## src/hw/rtl/i2cms_pkg.sv

```systemverilog
// Shared types and constants for the I2C master bit sequencer.
// No dependencies; every other file of the block imports this package.
`default_nettype none

package i2cms_pkg;

   typedef logic [2:0] opcode_type;

   // Command codes; idle is encoded as OP_TICK in the active command register
   localparam opcode_type OP_TICK      = 3'd0;
   localparam opcode_type OP_START     = 3'd1;
   localparam opcode_type OP_STOP      = 3'd2;
   localparam opcode_type OP_WRITE     = 3'd3;
   localparam opcode_type OP_READ      = 3'd4;
   localparam opcode_type OP_SEND_ACK  = 3'd5;
   localparam opcode_type OP_RECV_ACK  = 3'd6;
   localparam opcode_type OP_NONE      = 3'd7;

   localparam int unsigned TICKS_W = 16;
   localparam int unsigned PHASE_W = 5;
   localparam logic [TICKS_W-1:0] TICKS_RESET = 16'd5;

   typedef struct packed {
      opcode_type opcode;
      logic [7:0] data_byte;
      logic       ack_value;
      logic       sda_sample;
   } req_item_type;

   typedef struct packed {
      logic       scl_level;
      logic       sda_level;
      logic       sda_input_mode;
      logic       busy_res;
      logic       done_res;
      logic [7:0] read_data;
      logic       ack_received;
      logic       rejected;
   } rsp_item_type;

   // Number of line phases in each command
   function automatic logic [PHASE_W-1:0] phase_total(input opcode_type cmd);
      logic [PHASE_W-1:0] n;
      begin
         unique case (cmd)
            OP_START:    n = 5'd3;
            OP_STOP:     n = 5'd3;
            OP_WRITE:    n = 5'd24;
            OP_READ:     n = 5'd16;
            OP_SEND_ACK: n = 5'd5;
            OP_RECV_ACK: n = 5'd3;
            default:     n = 5'd0;
         endcase
         return n;
      end
   endfunction

endpackage

`default_nettype wire

```

## src/hw/rtl/i2c_master_bit_sequencer.sv

```systemverilog
// I2C master bit sequencer: top level joining input register, step logic
// and result register. Depends on i2cms_pkg, i2cms_in_stage, i2cms_core, i2cms_out_stage.
//
// Use: a timebase sends tick items (opcode zero) on req_ together with the
// sampled SDA pin; commands (start, stop, write, read, send ack, receive ack)
// are sent on the same channel between ticks. Every request transfer yields
// exactly one result transfer on rsp_ with the SCL level, SDA drive and
// direction, busy, done, the last received byte and acknowledge, and a
// rejected flag for a command that arrived while busy.
// csr_ writes the phase length in ticks; it is always ready and should be
// written only while the sequencer is idle.
// Path: a request item is held in the input register, passes the state update
// and its result is held in the result register, which drives rsp_valid.
// Throughput: one item per cycle unless stalled, set by the single state update step.
// When the receiver stalls, the result register holds its item and the input
// register takes one more request before req_ready drops.
// Reset: both lines released high, SDA in output mode, idle, phase length 5.
`default_nettype none

module i2c_master_bit_sequencer
   import i2cms_pkg::*;
(
   input  wire logic               clock,
   input  wire logic               reset,
   input  wire logic               req_valid,
   output logic                    req_ready,
   input  wire req_item_type       req_payload,
   output logic                    rsp_valid,
   input  wire logic               rsp_ready,
   output rsp_item_type            rsp_payload,
   input  wire logic               csr_valid,
   output logic                    csr_ready,
   input  wire logic [TICKS_W-1:0] csr_data
);

   logic         item_valid;
   req_item_type item;
   logic         drain;
   logic         step;
   rsp_item_type result;

   // Process the held item when the result register has room
   assign step      = item_valid && drain;
   assign csr_ready = 1'b1;

   i2cms_in_stage u_in_stage (
      .clock       (clock),
      .reset       (reset),
      .req_valid   (req_valid),
      .req_ready   (req_ready),
      .req_payload (req_payload),
      .drain       (drain),
      .item_valid  (item_valid),
      .item        (item)
   );

   i2cms_core u_core (
      .clock     (clock),
      .reset     (reset),
      .step      (step),
      .item      (item),
      .csr_write (csr_valid && csr_ready),
      .csr_data  (csr_data),
      .result    (result)
   );

   i2cms_out_stage u_out_stage (
      .clock       (clock),
      .reset       (reset),
      .load        (step),
      .result      (result),
      .drain       (drain),
      .rsp_valid   (rsp_valid),
      .rsp_ready   (rsp_ready),
      .rsp_payload (rsp_payload)
   );

endmodule

`default_nettype wire

```

## src/hw/rtl/i2cms_in_stage.sv

```systemverilog
// Input register of the I2C master bit sequencer: holds one accepted transfer.
// Depends on i2cms_pkg for the request item type.
`default_nettype none

module i2cms_in_stage
   import i2cms_pkg::*;
(
   input  wire logic         clock,
   input  wire logic         reset,
   input  wire logic         req_valid,
   output logic              req_ready,
   input  wire req_item_type req_payload,
   input  wire logic         drain,
   output logic              item_valid,
   output req_item_type      item
);

   logic         valid_ff, valid_in;
   req_item_type item_ff, item_in;

   // Take a new transfer whenever the held one leaves this cycle or none is held
   always_comb begin
      req_ready = !valid_ff || drain;
      valid_in  = valid_ff;
      item_in   = item_ff;
      if (req_ready) begin
         valid_in = req_valid;
         item_in  = req_payload;
      end
   end

   always_ff @(posedge clock) begin
      if (reset) begin
         valid_ff <= 1'b0;
      end else begin
         valid_ff <= valid_in;
      end
   end

   always_ff @(posedge clock) begin
      item_ff <= item_in;
   end

   assign item_valid = valid_ff;
   assign item       = item_ff;

endmodule

`default_nettype wire

```

## src/hw/rtl/i2cms_core.sv

```systemverilog
// Line sequencing state and step logic; one item per cycle on step.
// Depends on i2cms_pkg for opcodes, item types and the phase count table.
`default_nettype none

module i2cms_core
   import i2cms_pkg::*;
(
   input  wire logic               clock,
   input  wire logic               reset,
   input  wire logic               step,
   input  wire req_item_type       item,
   input  wire logic               csr_write,
   input  wire logic [TICKS_W-1:0] csr_data,
   output rsp_item_type            result
);

   opcode_type         cmd_ff, cmd_in;
   logic [PHASE_W-1:0] phase_ff, phase_in;
   logic [TICKS_W-1:0] tick_ff, tick_in;
   logic [TICKS_W-1:0] ticks_ff, ticks_in;
   logic [1:0]         bit_phase_ff, bit_phase_in;
   logic [7:0]         shift_ff, shift_in;
   logic [7:0]         rx_ff, rx_in;
   logic               scl_ff, scl_in;
   logic               sda_ff, sda_in;
   logic               dir_ff, dir_in;
   logic               ack_ff, ack_in;

   logic               done;
   logic               rej;
   logic               enter_en;
   opcode_type         enter_cmd;
   logic [TICKS_W-1:0] limit;
   logic [TICKS_W-1:0] tick_inc;

   // Phase length, a zero setting counts as one tick
   assign limit    = (ticks_ff == '0) ? {{(TICKS_W-1){1'b0}}, 1'b1} : ticks_ff;
   assign tick_inc = tick_ff + {{(TICKS_W-1){1'b0}}, 1'b1};

   // Advance the sequence by one item
   always_comb begin
      cmd_in       = cmd_ff;
      phase_in     = phase_ff;
      tick_in      = tick_ff;
      bit_phase_in = bit_phase_ff;
      shift_in     = shift_ff;
      rx_in        = rx_ff;
      scl_in       = scl_ff;
      sda_in       = sda_ff;
      dir_in       = dir_ff;
      ack_in       = ack_ff;
      ticks_in     = csr_write ? csr_data : ticks_ff;
      done         = 1'b0;
      rej          = 1'b0;
      enter_en     = 1'b0;
      enter_cmd    = cmd_ff;

      if (step) begin
         priority if (item.opcode == OP_TICK) begin
            if (cmd_ff != OP_TICK) begin
               tick_in = tick_inc;
               if (tick_inc >= limit) begin
                  tick_in = '0;
                  // Sample SDA at the end of a high clock phase
                  if (cmd_ff == OP_READ && phase_ff[0]) begin
                     shift_in = {shift_ff[6:0], item.sda_sample};
                  end else if (cmd_ff == OP_RECV_ACK && phase_ff == 5'd1) begin
                     ack_in = !item.sda_sample;
                  end
                  phase_in     = phase_ff + 5'd1;
                  bit_phase_in = (bit_phase_ff == 2'd2) ? 2'd0 : bit_phase_ff + 2'd1;
                  if (phase_in >= phase_total(cmd_ff)) begin
                     if (cmd_ff == OP_READ) begin
                        rx_in = shift_in;
                     end
                     cmd_in   = OP_TICK;
                     phase_in = '0;
                     done     = 1'b1;
                  end else begin
                     enter_en = 1'b1;
                  end
               end
            end
         end else if (item.opcode != OP_NONE) begin
            if (cmd_ff != OP_TICK) begin
               rej = 1'b1;
            end else begin
               cmd_in       = item.opcode;
               phase_in     = '0;
               tick_in      = '0;
               bit_phase_in = 2'd0;
               if (item.opcode == OP_WRITE) begin
                  shift_in = item.data_byte;
               end else if (item.opcode == OP_READ) begin
                  shift_in = '0;
               end else if (item.opcode == OP_SEND_ACK) begin
                  shift_in = {7'd0, !item.ack_value};
               end
               enter_cmd = item.opcode;
               enter_en  = 1'b1;
            end
         end else begin
            // Drop the unused opcode without touching any state
         end
      end

      // Apply the line levels of the phase just entered
      if (enter_en) begin
         unique case (enter_cmd)
            OP_START: begin
               if (phase_in == 5'd0) begin
                  dir_in = 1'b0;
                  sda_in = 1'b1;
                  scl_in = 1'b1;
               end else if (phase_in == 5'd1) begin
                  sda_in = 1'b0;
               end else begin
                  scl_in = 1'b0;
               end
            end
            OP_STOP: begin
               if (phase_in == 5'd0) begin
                  dir_in = 1'b0;
                  scl_in = 1'b0;
                  sda_in = 1'b0;
               end else if (phase_in == 5'd1) begin
                  scl_in = 1'b1;
               end else begin
                  sda_in = 1'b1;
               end
            end
            OP_WRITE: begin
               if (phase_in == 5'd0) begin
                  dir_in = 1'b0;
               end
               if (bit_phase_in == 2'd0) begin
                  scl_in = 1'b0;
               end else if (bit_phase_in == 2'd1) begin
                  sda_in   = shift_in[7];
                  shift_in = {shift_in[6:0], 1'b0};
               end else begin
                  scl_in = 1'b1;
               end
            end
            OP_READ: begin
               if (phase_in == 5'd0) begin
                  dir_in = 1'b1;
               end
               scl_in = phase_in[0];
            end
            OP_SEND_ACK: begin
               if (phase_in == 5'd0) begin
                  dir_in = 1'b0;
                  scl_in = 1'b0;
               end else if (phase_in == 5'd1) begin
                  sda_in = shift_in[0];
               end else if (phase_in == 5'd2) begin
                  scl_in = 1'b1;
               end else if (phase_in == 5'd3) begin
                  scl_in = 1'b0;
               end else begin
                  sda_in = 1'b1;
               end
            end
            OP_RECV_ACK: begin
               if (phase_in == 5'd0) begin
                  dir_in = 1'b1;
                  scl_in = 1'b0;
               end else if (phase_in == 5'd1) begin
                  scl_in = 1'b1;
               end else begin
                  scl_in = 1'b0;
               end
            end
            default: begin
            end
         endcase
      end
   end

   // Result of this item, from the updated state
   always_comb begin
      result.scl_level      = scl_in;
      result.sda_level      = sda_in;
      result.sda_input_mode = dir_in;
      result.busy_res       = (cmd_in != OP_TICK);
      result.done_res       = done;
      result.read_data      = rx_in;
      result.ack_received   = ack_in;
      result.rejected       = rej;
   end

   always_ff @(posedge clock) begin
      if (reset) begin
         cmd_ff       <= OP_TICK;
         phase_ff     <= '0;
         tick_ff      <= '0;
         ticks_ff     <= TICKS_RESET;
         bit_phase_ff <= 2'd0;
         shift_ff     <= '0;
         rx_ff        <= '0;
         scl_ff       <= 1'b1;
         sda_ff       <= 1'b1;
         dir_ff       <= 1'b0;
         ack_ff       <= 1'b0;
      end else begin
         cmd_ff       <= cmd_in;
         phase_ff     <= phase_in;
         tick_ff      <= tick_in;
         ticks_ff     <= ticks_in;
         bit_phase_ff <= bit_phase_in;
         shift_ff     <= shift_in;
         rx_ff        <= rx_in;
         scl_ff       <= scl_in;
         sda_ff       <= sda_in;
         dir_ff       <= dir_in;
         ack_ff       <= ack_in;
      end
   end

endmodule

`default_nettype wire

```

## src/hw/rtl/i2cms_out_stage.sv

```systemverilog
// Result register of the I2C master bit sequencer: holds one result transfer.
// Depends on i2cms_pkg for the result item type.
`default_nettype none

module i2cms_out_stage
   import i2cms_pkg::*;
(
   input  wire logic         clock,
   input  wire logic         reset,
   input  wire logic         load,
   input  wire rsp_item_type result,
   output logic              drain,
   output logic              rsp_valid,
   input  wire logic         rsp_ready,
   output rsp_item_type      rsp_payload
);

   logic         valid_ff, valid_in;
   rsp_item_type item_ff, item_in;

   // Room for a new result when empty or the held one is taken this cycle
   always_comb begin
      drain    = !valid_ff || rsp_ready;
      valid_in = valid_ff && !rsp_ready;
      item_in  = item_ff;
      if (load) begin
         valid_in = 1'b1;
         item_in  = result;
      end
   end

   always_ff @(posedge clock) begin
      if (reset) begin
         valid_ff <= 1'b0;
      end else begin
         valid_ff <= valid_in;
      end
   end

   always_ff @(posedge clock) begin
      item_ff <= item_in;
   end

   assign rsp_valid   = valid_ff;
   assign rsp_payload = item_ff;

endmodule

`default_nettype wire
```

## config.mk

```make
export PLATFORM = sky130hd
export DESIGN_NAME = i2c_master_bit_sequencer
export DESIGN_NICKNAME = d
export VERILOG_FILES = /design/src/hw/rtl/i2cms_pkg.sv /design/src/hw/rtl/i2c_master_bit_sequencer.sv /design/src/hw/rtl/i2cms_in_stage.sv /design/src/hw/rtl/i2cms_core.sv /design/src/hw/rtl/i2cms_out_stage.sv
export SDC_FILE = /design/constraint.sdc
export NUM_CORES = 1
export LEC_CHECK = 0
export ABC_AREA = 1
export ABC_CLOCK_PERIOD_IN_PS = 9860
export BUFFER_PORTS_ARGS = -buffer_cell sky130_fd_sc_hd__buf_4
export CORE_ASPECT_RATIO = 0.8
export CORE_MARGIN = 1.5
export CORE_UTILIZATION = 60
export CTS_CLUSTER_SIZE = 28
export DETAILED_ROUTE_END_ITERATION = 10
export PLACE_DENSITY = 0.88
export SYNTH_ARGS = -nofsm -noshare
export SYNTH_HDL_FRONTEND = slang
export SYNTH_SLANG_ARGS = --single-unit
```

## constraint.sdc

```tcl
create_clock -name clock -period 9.86 [get_ports clock]
set_clock_uncertainty 0.1 [all_clocks]
set_input_delay 1.972 -clock clock [delete_from_list [all_inputs] [get_ports clock]]
set_output_delay 1.972 -clock clock [all_outputs]
set_load 0.1 [all_outputs]
```

==> summary.md, run 1 <==
| Metric | Value |
|---|---|
| Synth Instances | 673 |
| Area grow syn2layout | 13.4% |
| Period minus WS final | 5.17 ns |
| Yosys reg bits | 92 |
| First-pass GRT wire length | 19.5 mm |
| IO Count | 52 |
| Max Cap Viol | 0 |
| Grt ovf | 0 |
| Pleak | 2.64 nW |
| Final design utilization | 71.4% |
| Post-synthesis cell area | 0.00507 mm2 |
| Required time of the critical path | 7.79 ns |
| Hold depth | 2 |
| Final net count | 777 |
| Via/cell ratio | 5.56 |
| Setup WS pre-CTS | 4.69 ns |
| Max-slew violations | 0 |
| CTS Hold Bufs | 0 |
| Full die area | 0.00902 mm2 |
| Clock latency on the worst-skew pair | 0.37 ns |
| Largest net degree at the start of global routing | 40 |
| Met1 Use GR | 35.6% |
| Worst Hold Path EP | u_core.rx_ff[3] |
| Fmax | 193 MHz |
| RR Startpoint | u_core.tick_ff[0] |
| DRC violations left | 0 |
| Initial antenna violation count | 0 |
| RSZ-0062 raised after global routing | no |
| Mean Syn Cell Area | 7.54 um2 |
| Pwr Density | 144 mW/mm2 |
| Relative slew slack | 43.6% |
| Post-route setup TNS | 0 ns |
| Syn_nets | 731 |
| R2R depth | 26 |
| Antenna Violating Nets Remaining | 0 |
| Crit path max fanout | 15 |
| 1st-iter DRT viols | 399 |
| Die H | 85.3 um |
| Most frequent cells in the layout | nand2_1, inv_1, a21oi_1 |
| Vias in the first global route | 4306 |
| Peak VDD IR | 0.117 mV |
| WS Path Type | in -> out |
| Die width | 106 um |
| Deepest level of the CTS H-tree | 3 |
| Fill cell total of the finished layout | 615 |
| Crit end category | primary output |
| Aggregate routed wire length | 11.5 mm |
| WP data arrival | 3.10 ns |
| WL per Instance | 13.8 um |
| Root Buffer | clkbuf_8 |
| Placer Congestion | 0.897 |
| Reg-to-reg endpoint | u_core.shift_ff[7] |
| Most used routing layer in global routing | met2 |
| Worst hold path type | reg -> reg |
| Core area | 0.00806 mm2 |
| Yosys warns | 0 |
| Ant. Diodes | 0 |
| CTS tree | done |
| M2 GR Usage | 44.7% |
| Post-cts sizing count | 0 |
| Post-Layout Cell Count | 832 |
| CTS Sinks | 92 |
| Status | complete, no violations |
| Row count | 29 |
| Router iterations before antenna repair | 6 |
| Final Cycle Share | 52.4% |
| Clock buffer depth | 2 |
| Port bufs | 50 |
| Placed cells | 816 |
| Starting Density | 63.0% |
| CTS Buf Count | 9 |
| Vias | 4624 |
| Sequential area share after synthesis | 41.8% |
| GR Util met3 | 6.30% |
| Final Instance Area | 0.00575 mm2 |
| Commonest non-fill, non-tap cell in the layout | nand2_1 |
| Total setup buffers inserted after CTS | 0 |
| Hold slack | 0.380 ns |
| Detailed Place HPWL | 8.35 mm |
| Final setup vio count | 0 |
| Slew of the pin with the lowest slew margin | 0.845 ns |
| Post-synthesis cell type count | 46 |
| R2r setup slk | 5.22 ns |
| Final WS setup | 4.69 ns |
| Clk slew on worst S/H paths | 0.10 ns |
| Post-DP Area | 0.00552 mm2 |
| Share of cells above drive strength 1 | 14.8% |
| Final Hold Fails | 0 |
| Final Total Pwr | 828 uW |
| Critical path launch point type | input pin |
| Global Route Usage Sum | 27.0% |
| Source of the worst hold timing path | u_core.rx_ff[3] |
-- registers in the layout, summed over array words and instances (netlist names) --
register,flops
u_core.tick_ff,16
u_core.ticks_ff,16
u_out_stage.rsp_payload,15
u_in_stage.item,13
u_core.rx_ff,8
u_core.shift_ff,8
u_core.phase_ff,5
u_core.cmd_ff,3
u_core.bit_phase_ff,2
u_core.ack_ff,1
u_core.dir_ff,1
u_core.scl_ff,1
u_core.sda_ff,1
u_in_stage.item_valid,1
u_out_stage.rsp_valid,1
-- critical path, stage by stage --
cell,delay [ns]
buf_4,0.10
inv_1,0.06
nand3_1,0.50
buf_4,0.47
-- how the worst max path moves through the flow --
stage	from	endpoint	slack, ns	cells past startpoint
after global placement	rsp_ready	req_ready	4.75	4
after global routing	rsp_ready	req_ready	4.56	4
after CTS	rsp_ready	req_ready	4.68	4
after detailed placement	rsp_ready	req_ready	4.69	4
final	rsp_ready	req_ready	4.69	4
after floorplan	rsp_ready	req_ready	4.74	2
-- per-layer routing --
| metal | wire length (um) | vias to the layer above |
|---|---|---|
| met5 | 0 | - |
| met4 | 170 | 0 |
| met3 | 915 | 21 |
| met2 | 5430 | 197 |
| met1 | 4990 | 2120 |
| li1 | - | 2286 |
-- layout make-up --
type                            count  area [um2]  area share [%]
Timing Repair Buffer               50         375            6.52
Clock inverter                      7         108            1.87
Sequential cell                    92        2120            36.9
Multi-Input combinational cell    465        2510            43.6
Tap cell                          108         135            2.35
Clock buffer                        9         124            2.15
Inverter                          101         380            6.61
-- cells in the mapped netlist, drive strengths merged --
library cell | count | share of area (%)
nor3 | 6 | 0.81
o21a | 1 | 0.15
nor2 | 58 | 5.5
conb | 1 | 0.074
a221o | 2 | 0.39
dfxtp | 64 | 25
buf | 3 | 0.32
or2 | 4 | 0.54
xnor2 | 8 | 1.4
clkbuf | 12 | 0.89
nand3b | 1 | 0.15
o21ai | 45 | 4.7
inv | 99 | 7.3
a22oi | 1 | 0.15
nor4 | 4 | 0.49
nand4 | 13 | 1.6
o211ai | 2 | 0.30
and2 | 1 | 0.12
xor2 | 9 | 1.6
nand2 | 173 | 13
a41o | 1 | 0.20
ha | 24 | 5.9
edfxtp | 28 | 17
clkinv | 2 | 0.17
a21oi | 78 | 8.0
o22ai | 4 | 0.49
nand3 | 28 | 3.3
a21o | 1 | 0.15
-- report_power, final --
part,internal (mW),switching [mW]
clock,0.147,0.142
sequential,0.405,0.00926
combinational,0.0385,0.0857
-- cell families (layout without fill, tap and decap cells) --
kind of cell,count (synthesis),count (layout),share of synthesized area [%]
flops,92,92,41.8
fa+ha+maj,24,24,5.92
buf+inv,116,167,8.71
simple gates,288,288,26.0
compound gates,135,135,14.5
xor+xnor,17,17,2.93
other cells,1,1,0.0739
(Power assumes the default switching activity.)
==> inputs of run 2 (changes only) <==
--- a/config.mk
+++ b/config.mk
@@ -6,14 +6,14 @@
 export NUM_CORES = 1
 export LEC_CHECK = 0
 export ABC_AREA = 1
-export ABC_CLOCK_PERIOD_IN_PS = 9860
+export ABC_CLOCK_PERIOD_IN_PS = 5200
 export BUFFER_PORTS_ARGS = -buffer_cell sky130_fd_sc_hd__buf_4
 export CORE_ASPECT_RATIO = 0.8
 export CORE_MARGIN = 1.5
-export CORE_UTILIZATION = 60
+export CORE_UTILIZATION = 59
 export CTS_CLUSTER_SIZE = 28
 export DETAILED_ROUTE_END_ITERATION = 10
-export PLACE_DENSITY = 0.88
+export PLACE_DENSITY = 0.87
 export SYNTH_ARGS = -nofsm -noshare
 export SYNTH_HDL_FRONTEND = slang
 export SYNTH_SLANG_ARGS = --single-unit
==> constraint.sdc (replaced) <==
create_clock -name clock -period 5.2 [get_ports clock]
set_clock_uncertainty 0.1 [all_clocks]
set_input_delay 1.04 -clock clock [delete_from_list [all_inputs] [get_ports clock]]
set_output_delay 1.04 -clock clock [all_outputs]
set_load 0.1 [all_outputs]
==> summary.md, run 2 (synthesis gave the netlist of run 1 again) <==
| Metric | Value |
|---|---|
| Status | complete, no violations (unchanged) |
| Row count | 30 (was 29) |
| Vias in the first global route | 4388 (was 4306) |
| Antenna Violating Nets Remaining | 0 (unchanged) |
| Detailed Place HPWL | 8.77 mm (was 8.35 mm) |
| Final Hold Fails | 0 (unchanged) |
| Clock latency on the worst-skew pair | 0.37 ns (about the same) |
| Met2 WL | 5.59 mm (was 5.43 mm) |
| Peak VDD IR | 0.190 mV (was 0.117 mV) |
| WS Path Type | reg -> reg (was in -> out) |
| Deepest level of the CTS H-tree | 3 (unchanged) |
| Die width | 107 um (was 106 um) |
| Final setup vio count | 0 (unchanged) |
| Initial antenna violation count | 0 (unchanged) |
| Die H | 85.9 um (was 85.3 um) |
| Period minus WS final | 4.64 ns |
| Clk slew on worst S/H paths | 0.10 ns (about the same) |
| Crit end category | flop (was primary output) |
| Pleak | 2.62 nW (was 2.64 nW) |
| Post-Layout Cell Count | 836 (was 832) |
| CTS Hold Bufs | 0 (unchanged) |
| Vias | 4626 (was 4624) |
| Worst hold path type | reg -> reg (unchanged) |
| Crit path max fanout | 11 (was 15) |
| DRC violations left | 0 (unchanged) |
| Via/cell ratio | 5.53 (was 5.56) |
| Final Total Pwr | 1.52 mW (was 828 uW) |
| Placed cells | 820 (was 816) |
| Root Buffer | clkbuf_8 (unchanged) |
| Max-slew violations | 0 (unchanged) |
| Highest Signal Layer | met4 (unchanged) |
| Required time of the critical path | 5.22 ns (was 7.79 ns) |
| WL per Instance | 14.4 um (was 13.8 um) |
| Post-route setup TNS | 0 ns (unchanged) |
| Buf/Inv on CP | 4 (was 3) |
| Starting Density | 60.3% (was 63.0%) |
| Global Route Usage Sum | 27.6% (was 27.0%) |
| Slowest cell on crit path | dfxtp_1 (was nand3_1) |
| Area grow syn2layout | 12.8% (was 13.4%) |
| Placer Congestion | 0.945 (was 0.897) |
| Final Cycle Share | 89.2% |
| Relative slew slack | 47.0% (was 43.6%) |
| Crit path largest cell delay | 0.39 ns (was 0.50 ns) |
| RSZ-0062 raised after global routing | no (unchanged) |
| Final design utilization | 68.1% (was 71.4%) |
| CP top delay family | simple AND/OR/NAND/NOR gates (was buffers and inverters) |
| Critical path launch point type | flop (was input pin) |
| Post-cts sizing count | 0 (unchanged) |
| Port bufs | 50 (unchanged) |
| Max Cap Viol | 0 (unchanged) |
| Total setup buffers inserted after CTS | 0 (unchanged) |
| Full die area | 0.00917 mm2 (was 0.00902 mm2) |
| Router iterations before antenna repair | 7 (was 6) |
| Most frequent cells in the layout | nand2_1, inv_1, a21oi_1 (unchanged) |
| Core area | 0.00841 mm2 (was 0.00806 mm2) |
| CP most frequent cell | nand2_1 (was buf_4) |
| 1st-iter DRT viols | 407 (was 399) |
| Wire length on met1 | 5.29 mm (was 4.99 mm) |
| Ant. Diodes | 0 (unchanged) |
| Final net count | 777 (unchanged) |
| Share of cells above drive strength 1 | 14.5% (was 14.8%) |
| CTS Buf Count | 9 (unchanged) |
| WP data arrival | 4.66 ns (was 3.10 ns) |
| Largest net degree at the start of global routing | 40 (unchanged) |
| Aggregate routed wire length | 12.0 mm (was 11.5 mm) |
| Met3 routed WL | 988 um (was 915 um) |
| First-pass GRT wire length | 20.1 mm (was 19.5 mm) |
| Fmax | 216 MHz |
| Clock buffer depth | 2 (unchanged) |
| Hold slack | 0.378 ns (was 0.380 ns) |
| Commonest non-fill, non-tap cell in the layout | nand2_1 (unchanged) |
| CTS Sinks | 92 (unchanged) |
| IO Count | 52 (unchanged) |
| Pwr Density | 265 mW/mm2 (was 144 mW/mm2) |
| Grt ovf | 0 (unchanged) |
| Slew of the pin with the lowest slew margin | 0.794 ns (was 0.845 ns) |
| CTS tree | done (unchanged) |
[run 2: cell count changes in the layout (fill, tap and decap cells not counted), sizes merged]
cell / delta
bufinv: -1
clkbuf: +1
clkinv: -1
inv: +1
[run 2: through the flow]
stage          cell area [um2]  setup slack [ns]
6_report                  5720             0.563
5_1_grt                   5720             0.178
4_1_cts                   5720             0.663
3_5_place_dp              5530             0.806
3_3_place_gp              5530              1.09
2_1_floorplan             5070              1.66
[run 2: layer usage]
metal  global-route usage [%]  up-vias
met4                     6.30        0
li1                         -     2293
met5                        0        -
met2                     46.4      217
met1                     36.4     2095
met3                     6.38       21
[run 2: final timing paths]
path / endpoint / slack, ns / from / depth (start not counted)
worst min register to register: u_core.rx_ff[1] / 0.38 / u_core.rx_ff[1] / 2
worst max register to register: u_out_stage.rsp_payload[14] / 0.56 / u_core.tick_ff[0] / 30
worst min-delay path: u_core.rx_ff[1] / 0.38 / u_core.rx_ff[1] / 2
worst max-delay path: u_out_stage.rsp_payload[14] / 0.56 / u_core.tick_ff[0] / 30
[run 2: cell type report]
type                            instances  area (um2)
Clock buffer                           10         128
Inverter                              101         380
Fill cell                             685        2680
Multi-Input combinational cell        465        2510
Clock inverter                          6        68.8
Timing Repair Buffer                   50         375
Tap cell                              112         140
Sequential cell                        92        2120
[run 2: worst min-delay path, delay by kind of cell (launching register included)]
kind | cells | cell delay [ns]
AND/OR/NAND/NOR | 1 | 0.07
flip-flops | 1 | 0.31
AO/OA/AOI/OAI | 1 | 0.06
[run 2: report_power, final]
part           internal [mW]  switching, mW  leakage, nW
logic                 0.0730          0.163         1.72
registers              0.768         0.0183        0.802
clock network          0.227          0.267       0.0993
==> inputs of run 3 (changes only) <==
--- a/config.mk
+++ b/config.mk
@@ -5,7 +5,6 @@
 export SDC_FILE = /design/constraint.sdc
 export NUM_CORES = 1
 export LEC_CHECK = 0
-export ABC_AREA = 1
 export ABC_CLOCK_PERIOD_IN_PS = 5200
 export BUFFER_PORTS_ARGS = -buffer_cell sky130_fd_sc_hd__buf_4
 export CORE_ASPECT_RATIO = 0.8
==> summary.md, run 3 <==
| Metric | Value |
|---|---|
| Final net count | 666 (was 777) |
| Register area | 0.00212 mm2 (unchanged) |
| Post-Synth Simple-Gate Area | 21.9% (was 26.0%) |
| R2R depth | 16 (was 30) |
| Deepest level of the CTS H-tree | 3 (unchanged) |
| Yosys warns | 0 (unchanged) |
| Required time of the critical path | 5.21 ns (was 5.22 ns) |
| Reg power frac | 52.7% (was 51.8%) |
| Peak VDD IR | 0.207 mV (was 0.190 mV) |
| Yosys reg bits | 92 (unchanged) |
| Final setup vio count | 0 (unchanged) |
| Fmax | 207 MHz (was 216 MHz) |
| CP endpoint | u_out_stage.rsp_payload[13] (was u_out_stage.rsp_payload[14]) |
| EDFF count, synth | 28 (unchanged) |
| P_sw | 468 uW (was 448 uW) |
| 1st-iter DRT viols | 494 (was 407) |
| First-pass GRT wire length | 19.9 mm (was 20.1 mm) |
| Pwr Density | 262 mW/mm2 (was 265 mW/mm2) |
| Ant. Diodes | 0 (unchanged) |
| Top post-synthesis cells by area | dfxtp_1, edfxtp_1, ha_1 (was dfxtp_1, edfxtp_1, nand2_1) |
| Initial antenna violation count | 0 (unchanged) |
| Full die area | 0.00927 mm2 (was 0.00917 mm2) |
| Vias in the first global route | 4063 (was 4388) |
| Sequential area share after synthesis | 41.3% (was 41.8%) |
| Synth Area in Compound Gates | 17.4% (was 14.5%) |
| RSZ-0062 raised after global routing | no (unchanged) |
| Net Sw Frac | 31.2% (was 29.6%) |
| Slew of the pin with the lowest slew margin | 0.779 ns (was 0.794 ns) |
| Detailed Place HPWL | 8.80 mm (was 8.77 mm) |
| Period minus WS final | 4.83 ns (was 4.64 ns) |
| Area grow syn2layout | 11.7% (was 12.8%) |
| Largest net degree at the start of global routing | 53 (was 40) |
| Max-slew violations | 0 (unchanged) |
| Most frequent cells in the layout | nand2_1, nor2_1, dfxtp_1 (was nand2_1, inv_1, a21oi_1) |
| Int Pwr | 1.03 mW (was 1.07 mW) |
| Post-Layout Cell Count | 725 (was 836) |
| Post-synthesis cell type count | 74 (was 46) |
| Mean Syn Cell Area | 8.99 um2 (was 7.54 um2) |
| Grt ovf | 0 (unchanged) |
| Starting Density | 60.8% (was 60.3%) |
| Relative slew slack | 47.4% (was 47.0%) |
| Die width | 107 um (about the same) |
| RR Startpoint | u_core.tick_ff[0] (unchanged) |
| Global Route Usage Sum | 27.4% (was 27.6%) |
| Total setup buffers inserted after CTS | 0 (unchanged) |
| Post-Synth XOR/XNOR Area | 3.07% (was 2.93%) |
| Clock buffer depth | 2 (unchanged) |
| Synth Instances | 571 (was 673) |
| WP data arrival | 4.84 ns (was 4.66 ns) |
| Crit end category | flop (unchanged) |
| Mux cell area share after synthesis | 5.95% (was 0%) |
| WL per Instance | 16.7 um (was 14.4 um) |
| Post-synth top area share | 25.0% (was 25.3%) |
| WS Path Type | reg -> reg (unchanged) |
| Critical path launch point type | flop (unchanged) |
| Hold depth | 2 (unchanged) |
| Status | complete, no violations (unchanged) |
| Post-Synth Adder-Cell Area | 5.85% (was 5.92%) |
| Comb power frac | 15.6% (about the same) |
| Largest family of logic cells by synthesized area | simple AND/OR/NAND/NOR gates (unchanged) |
| Reg-to-reg endpoint | u_out_stage.rsp_payload[13] (was u_out_stage.rsp_payload[14]) |
| Critical path origin | u_core.tick_ff[0] (unchanged) |
| Aggregate routed wire length | 12.1 mm (was 12.0 mm) |
| Post-synthesis cell area | 0.00513 mm2 (was 0.00507 mm2) |
| Fill cell total of the finished layout | 656 (was 685) |
| Syn_nets | 629 (was 731) |
| Final Cycle Share | 92.9% (was 89.2%) |
| DRC violations left | 0 (unchanged) |
| Asr flop ratio synth | 0% (unchanged) |
| Port bufs | 50 (unchanged) |
| Post-synthesis cell type with the largest combined area | dfxtp_1 (unchanged) |
| Placer Congestion | 0.972 (was 0.945) |
| Area occupied by multi-input gates | 0.00279 mm2 (was 0.00251 mm2) |
| Via/cell ratio | 6.20 (was 5.53) |
| Antenna Violating Nets Remaining | 0 (unchanged) |
| R2r setup slk | 0.37 ns (was 0.56 ns) |
| Final Hold Fails | 0 (unchanged) |
| Max Cap Viol | 0 (unchanged) |
| Post-DP Area | 0.00554 mm2 (was 0.00553 mm2) |
| Placed cells | 709 (was 820) |
| Predominant post-synthesis flop cell | dfxtp_1 (unchanged) |
| Pleak | 2.30 nW (was 2.62 nW) |
| Worst hold path type | reg -> reg (unchanged) |
| Clock latency on the worst-skew pair | 0.37 ns (about the same) |
| IO Count | 52 (unchanged) |
| Clk slew on worst S/H paths | 0.10 ns (about the same) |
| Final Total Pwr | 1.50 mW (was 1.52 mW) |
| Most instantiated cells after synthesis | nand2_1, dfxtp_1, nor2_1, a21oi_1, edfxtp_1 (was nand2_1, inv_1, a21oi_1, dfxtp_1, nor2_1) |
| Row count | 30 (unchanged) |
| Die H | 86.4 um (was 85.9 um) |
| CTS Buf Count | 9 (unchanged) |
| Crit path max fanout | 6 (was 11) |
| Vias | 4495 (was 4626) |
| Most common cell in the synthesized netlist | nand2_1 (unchanged) |
| Clk pwr share | 31.7% (was 32.6%) |
| CTS Sinks | 92 (unchanged) |
| Post-route setup TNS | 0 ns (unchanged) |
| Commonest non-fill, non-tap cell in the layout | nand2_1 (unchanged) |
| Root Buffer | clkbuf_8 (unchanged) |
| CTS tree | done (unchanged) |
| Core area | 0.00845 mm2 (was 0.00841 mm2) |
| Share of cells above drive strength 1 | 15.7% (was 14.5%) |
| Router iterations before antenna repair | 5 (was 7) |
| Final Instance Area | 0.00573 mm2 (was 0.00572 mm2) |
run 3: changes by cell type in the layout (fill, tap and decap cells not counted), sizes merged, moves of 10 or more:
cell   change
a21oi     -46
a22oi     +12
and2      +13
and3      +12
inv       -75
mux2i     +23
nand2    -106
nand3     -12
nor3      +10
o21ai     -13
run 3: per-layer routing:
metal / wire length (um) / track usage (%) / up-vias
met2: 5420 / 42.5 / 221
met5: 0 / 0 / -
met4: 223 / 8.48 / 0
met3: 917 / 4.44 / 26
li1: - / - / 2123
met1: 5540 / 39.4 / 2125
run 3: power by group through the flow:
stage	registers (mW)	clock network [mW]	logic [mW]
floorplan	0.834	0	0.137
global placement	0.804	0	0.224
detailed placement	0.806	0	0.229
CTS	0.790	0.480	0.231
global route	0.794	0.505	0.252
finish	0.791	0.475	0.235
run 3: per-stage QoR:
| stage | util [%] | worst slack (ns) | hold slack [ns] |
|---|---|---|---|
| 3_3_place_gp | 65.6 | 0.724 | 0.360 |
| 2_1_floorplan | - | 0.997 | 0.344 |
| 4_1_cts | 67.9 | 0.306 | 0.397 |
| 5_1_grt | 67.9 | 0.0399 | 0.442 |
| 3_5_place_dp | 65.6 | 0.432 | 0.369 |
| 6_report | 67.9 | 0.369 | 0.390 |
run 3: repair_timing:
item                       4_1_cts  5_1_grt
setup endpoints to repair        0        2
hold buffers                     0        0
hold endpoints to repair         0        0
resized for setup                0        1
run 3: logic make-up (layout without fill, tap and decap cells):
family	after synthesis	count (layout)
other cells	1	1
xor+xnor	18	18
simple gates	228	228
compound gates	128	128
fa+ha+maj	24	24
buf+inv	51	93
mux	29	29
flops	92	92
run 3: worst min path at each step:
stage,startpoint,to
5_1_grt,u_core.ticks_ff[0],u_core.ticks_ff[0]
2_1_floorplan,u_core.ticks_ff[0],u_core.ticks_ff[0]
4_1_cts,u_core.ticks_ff[0],u_core.ticks_ff[0]
3_5_place_dp,u_core.ticks_ff[0],u_core.ticks_ff[0]
6_report,u_core.ticks_ff[0],u_core.ticks_ff[0]
3_3_place_gp,u_core.ticks_ff[0],u_core.ticks_ff[0]
run 3: worst max-delay path, stage by stage, from the launching register on:
cell	delay, ns
dfxtp_1	0.44
and3_1	0.23
and3_1	0.27
nand2_1	0.08
nor2_1	0.32
nand3_1	0.15
xnor2_1	0.23
ha_1	0.29
a211oi_1	0.25
nor2_1	0.10
nor3_1	0.46
a31oi_1	0.30
o21ai_1	0.51
a21oi_1	0.22
mux2_2	0.31
o221ai_1	0.21
nand3_1	0.11
run 3: layout make-up:
class,count,area share (%)
well taps,112,2.44
clock inverters,7,1.20
repair buffers,54,7.07
flip-flops and latches,92,37.0
clock buffers,9,2.16
multi-input cells,428,48.6
inverters,23,1.51
